`src/rtl/ucp_pkg.sv`:
```
// shared widths, types and constants of the unit cross product block
package ucp_pkg;

   localparam int COMPONENT_BITS = 32;
   localparam int FRACTION_BITS  = 30;

   localparam int PROD_BITS      = 2 * COMPONENT_BITS;
   localparam int CROSS_BITS     = 2 * COMPONENT_BITS + 1;
   localparam int MAG_BITS       = 2 * COMPONENT_BITS;
   localparam int HALF_BITS      = COMPONENT_BITS;
   localparam int SQ_BITS        = 4 * COMPONENT_BITS;
   localparam int SUM_BITS       = 4 * COMPONENT_BITS + 2;
   localparam int REM_BITS       = SUM_BITS + 1;
   localparam int QUO_BITS       = 2 * FRACTION_BITS + 3;
   localparam int ROOT_BITS      = FRACTION_BITS + 2;
   localparam int RAD_BITS       = 2 * ROOT_BITS;
   localparam int SQRT_REM_BITS  = ROOT_BITS + 3;
   localparam int FRONT_STAGES   = 6;

   typedef logic signed [COMPONENT_BITS-1:0] comp_type;

   localparam comp_type UNIT_ONE = comp_type'(64'sd1 <<< FRACTION_BITS);

   typedef struct packed {
      logic valid;
      logic neg;
      logic degen;
   } tag_type;

endpackage

```
`src/rtl/ucp_sqrt.sv`:
```
// restoring integer square root, one root bit per stage
module ucp_sqrt (
   input  logic                           clock,
   input  logic                           reset,
   input  logic                           en,
   input  ucp_pkg::tag_type               tag_in,
   input  logic [ucp_pkg::QUO_BITS-1:0]   quo_in,
   output ucp_pkg::tag_type               tag_out,
   output logic [ucp_pkg::ROOT_BITS-1:0]  root_out
);
   import ucp_pkg::*;

   tag_type                  tag_ff   [ROOT_BITS];
   logic [ROOT_BITS-1:0]     root_ff  [ROOT_BITS];
   logic [SQRT_REM_BITS-1:0] rem_ff   [ROOT_BITS-1];
   logic [RAD_BITS-1:0]      rad_ff   [ROOT_BITS-1];

   tag_type                  tag_src  [ROOT_BITS];
   logic [ROOT_BITS-1:0]     root_src [ROOT_BITS];
   logic [SQRT_REM_BITS-1:0] rem_src  [ROOT_BITS];
   logic [RAD_BITS-1:0]      rad_src  [ROOT_BITS];

   always_comb begin
      tag_src[0]  = tag_in;
      root_src[0] = '0;
      rem_src[0]  = '0;
      rad_src[0]  = RAD_BITS'(quo_in);
      for (int j = 1; j < ROOT_BITS; j++) begin
         tag_src[j]  = tag_ff[j-1];
         root_src[j] = root_ff[j-1];
         rem_src[j]  = rem_ff[j-1];
         rad_src[j]  = rad_ff[j-1];
      end
   end

   for (genvar j = 0; j < ROOT_BITS; j++) begin : g_stage
      logic                     ge;
      logic [SQRT_REM_BITS-1:0] cur;
      logic [SQRT_REM_BITS-1:0] trial;

      assign cur   = {rem_src[j][SQRT_REM_BITS-3:0], rad_src[j][RAD_BITS-1 -: 2]};
      assign trial = SQRT_REM_BITS'({root_src[j], 2'b01});
      assign ge    = cur >= trial;

      always_ff @(posedge clock) begin
         if (reset) begin
            tag_ff[j] <= '0;
         end else if (en) begin
            tag_ff[j] <= tag_src[j];
         end
      end

      always_ff @(posedge clock) begin
         if (en) begin
            root_ff[j] <= {root_src[j][ROOT_BITS-2:0], ge};
         end
      end

      if (j < ROOT_BITS - 1) begin : g_carry
         always_ff @(posedge clock) begin
            if (en) begin
               rem_ff[j] <= ge ? cur - trial : cur;
               rad_ff[j] <= rad_src[j] << 2;
            end
         end
      end
   end

   assign tag_out  = tag_ff[ROOT_BITS-1];
   assign root_out = root_ff[ROOT_BITS-1];

endmodule

```
`config.mk`:
```
export PLATFORM = sky130hd
export DESIGN_NAME = ucp_sqrt
export DESIGN_NICKNAME = d
export VERILOG_FILES = /design/src/rtl/ucp_pkg.sv /design/src/rtl/ucp_sqrt.sv
export SDC_FILE = /design/constraint.sdc
export NUM_CORES = 2
export LEC_CHECK = 0
export BUFFER_PORTS_ARGS = -buffer_cell sky130_fd_sc_hd__buf_2
export CORE_ASPECT_RATIO = 0.9
export CORE_MARGIN = 1
export CORE_UTILIZATION = 49
export CTS_CLUSTER_DIAMETER = 150
export DETAILED_ROUTE_END_ITERATION = 12
export PLACE_DENSITY = 0.64
export SETUP_SLACK_MARGIN = 0.02
export SKIP_CTS_REPAIR_TIMING = 1
export SLEW_MARGIN = 20
export SYNTH_ARGS = -nofsm -noshare
export SYNTH_HDL_FRONTEND = slang
export SYNTH_MEMORY_MAX_BITS = 65536
export SYNTH_SLANG_ARGS = --single-unit
```
`constraint.sdc`:
```
create_clock -name clock -period 4.4 [get_ports clock]
set_input_delay 1.32 -clock clock [delete_from_list [all_inputs] [get_ports clock]]
set_output_delay 1.32 -clock clock [all_outputs]
set_load 0.05 [all_outputs]
```
==> run summary <==
fin crit period: 4.05 ns
CORE AREA: 0.241 mm2
endpoints failing setup: 0
period utilization: 91.9%
Slew Viols, Final: 0
Worst-Skew Late Latency: 0.85 ns
max cap viols: 0
Seq/Total Area, Yosys: 65.3%
Net Count, Synth: 9699
CTS sink cnt: 2585
total congestion overflow: 0
Die Span Y: 469 um
Synth Area in Adders: 5.89%
TritonCTS clock tree: built
simple-gate share of the synthesized area: 9.70%
Distinct cells, synth: 91
worst path required time: 4.97 ns
Post-Place Setup Slack: 0.457 ns
Synth top area share: 65.3%
post-synthesis cell area: 0.119 mm2
failing checks: DRC
vias in the first global route: 68900
Worst setup SP type: flip-flop
global placer's final weighted congestion: 0.912
#FFs+latches synth: 2585
XOR/XNOR Fraction of Synth Area: 5.87%
post-synthesis compound-gate area fraction: 9.35%
row count: 171
initial antenna violation count: 2
clock-pin slew on the worst setup and hold paths: 0.06 ns
TNS Setup: 0 ns
synthesized area per cell: 13.1 um2
Crit Path Class: flip-flop to flip-flop
post-synthesis mux area share: 0.967%
FFs w/ async S/R, synth: 0%
nets: 9997
Area growth, synth to finish: 11.4%
worst rel slew slack: 29.1%
first-pass GRT wire length: 385 mm
Pwr per Cell Area: 527 mW/mm2
LEAKAGE: 50.7 nW
GRT Overall Usage: 19.8%
Die ar.: 0.245 mm2
final hold vios: 0
vias per cell: 5.49
worst-path fanout max: 48
top cell type by total area after synthesis: edfxtp_1
via count: 70000
htree depth: 5
WP data arrival: 4.62 ns
Initial Util: 49.3%
CTS buffer count: 282
min-delay worst type: flip-flop to flip-flop
initial DRC count: 5791
# DRC: 2
clock buffer depth: 4
synth warn: 0
hpwl dp: 176 mm
fmax: 247 MHz
Filler cells: 19600
boundary pin count: 104
RSZ-0062 raised after global routing: false
ratio of cells with drive above 1 in the final layout: 7.82%
Post-synth EDFFs: 2585
largest family of logic cells by synthesized area: simple AND/OR/NAND/NOR gates
worst-margin pin slew: 1.06 ns
worst vdd ir: 385 uV
chip width: 521 um
worst setup margin: 0.355 ns
largest cells by area after synthesis: edfxtp_1, ha_1, xnor2_1
run status: finished with violations
Gate Count Post-Synth: 9070
largest net degree at the start of global routing: 157
clk_skew: 0.0520 ns
ys flop type: edfxtp_1
Root Buffer: clkbuf_16
post-route ant nets: 0
drt total wl: 245 mm
I/O Buffers: 103
Avg WL per Cell: 19.2 um
Initial DRT Pass Iterations: 9
Crit. End Element: flip-flop
flip-flops by register name, summed over array words and instances (netlist names):
register / cells
rad_ff: 992
rem_ff: 969
root_ff: 528
tag_ff: 96
final cells by class:
type | count | area [um2] | area share [%]
flip-flops and latches | 2585 | 77600 | 58.6
multi-input cells | 5578 | 37800 | 28.6
clock buffers | 339 | 7380 | 5.57
well taps | 3200 | 4000 | 3.02
inverters | 711 | 2670 | 2.02
repair buffers | 210 | 1660 | 1.25
clock inverters | 138 | 1230 | 0.933
diodes | 2 | 5.00 | 0.00378
cell usage after synthesis, types with 11 or more instances:
cell          n
a211oi_1     30
a21boi_0     20
a21o_1      251
a21oi_1     597
a311oi_1     14
a31oi_1      48
a41oi_1      12
and2_1      118
and3_1       58
and4_1       12
buf_1        12
clkbuf_1    166
edfxtp_1   2585
ha_1        560
inv_1       707
mux2_2       94
nand2_1     550
nand2b_1    115
nand3_1     132
nand3b_1     22
nand4_1      94
nor2_1      573
nor2b_1      80
nor3_1      225
nor3b_1      15
nor4_1      103
o2111ai_1    11
o211ai_1     31
o21a_1       96
o21ai_0     431
o21bai_1     59
o31a_1       12
o31ai_1      54
o41ai_1      14
or2_2        40
or3_1        96
or4_1        53
xnor2_1     417
xor2_1      379
kinds of logic after synthesis:
kind of cell,count (synthesis)
buf+inv,907
simple gates,2323
xor+xnor,796
other cells,1
mux,103
flops,2585
fa+ha+maj,560
compound gates,1795
worst paths after layout:
| path | start | endpoint | slack (ns) | cells past startpoint |
|---|---|---|---|---|
| setup / recovery | root_ff[1][256] | rem_ff[1][324] | 0.35 | 14 |
| hold / removal | rad_ff[0][671] | rad_ff[0][735] | 0.39 | 0 |
| setup reg to reg | root_ff[1][256] | rem_ff[1][324] | 0.35 | 14 |
| hold reg to reg | rad_ff[0][671] | rad_ff[0][735] | 0.39 | 0 |
critical path: stages, from the launching register on:
cell and delay, ns:
edfxtp_1 0.43, inv_1 0.09, ha_1 0.27, o21a_1 0.13, o21ai_0 0.37, a211oi_1 0.21, a211oi_1 0.49, o31ai_1 0.14
buf_4 0.18, a31o_2 0.28, a211oi_1 0.26, buf_4 0.18, nand3_2 0.06, buf_4 0.33, mux2_2 0.35
power by group:
| part | total (mW) | switching [mW] | internal (mW) |
|---|---|---|---|
| sequential | 33.3 | 2.15 | 31.1 |
| clock | 22.3 | 9.41 | 12.9 |
| combinational | 14.2 | 8.27 | 5.96 |
per-layer routing:
| layer | part of all wire, % | GRT usage, % | vias up |
|---|---|---|---|
| met5 | 0 | 0 | - |
| met3 | 3.9 | 2.33 | 460 |
| li1 | - | - | 34100 |
| met4 | 3.5 | 6.97 | 0 |
| met1 | 44 | 26.3 | 33900 |
| met2 | 49 | 33.6 | 1620 |
placed cells by master, fill, tap and decap left out, types with 58 or more instances in the layout:
| cell type | instances |
|---|---|
| o21ai_0 | 431 |
| xor2_1 | 379 |
| buf_2 | 102 |
| nor2b_1 | 78 |
| and3_1 | 58 |
| mux2_2 | 94 |
| nand2_1 | 549 |
| buf_4 | 81 |
| clkbuf_16 | 287 |
| a21o_1 | 251 |
| clkinv_1 | 63 |
| o21a_1 | 96 |
| nor2_1 | 573 |
| ha_1 | 560 |
| a21oi_1 | 596 |
| xnor2_1 | 417 |
| edfxtp_1 | 2585 |
| nand4_1 | 94 |
| nor3_1 | 223 |
| and2_1 | 118 |
| nand3_1 | 130 |
| or3_1 | 96 |
| inv_1 | 707 |
| o21bai_1 | 59 |
| nand2b_1 | 115 |
| nor4_1 | 103 |
stage by stage:
step	instance area [um2]	cells	hold slack [ns]	util, %	power (mW)
after floorplan	119000	9070	0.400	-	43.1
after global placement	124000	12300	0.400	51.3	47.6
after detailed placement	124000	12300	0.405	51.3	47.8
after CTS	132000	12800	0.397	54.9	70.4
after global routing	132000	12800	0.405	54.9	73.2
final	132000	12800	0.391	54.9	69.8
Note: power is estimated with default switching activity, not from simulation.
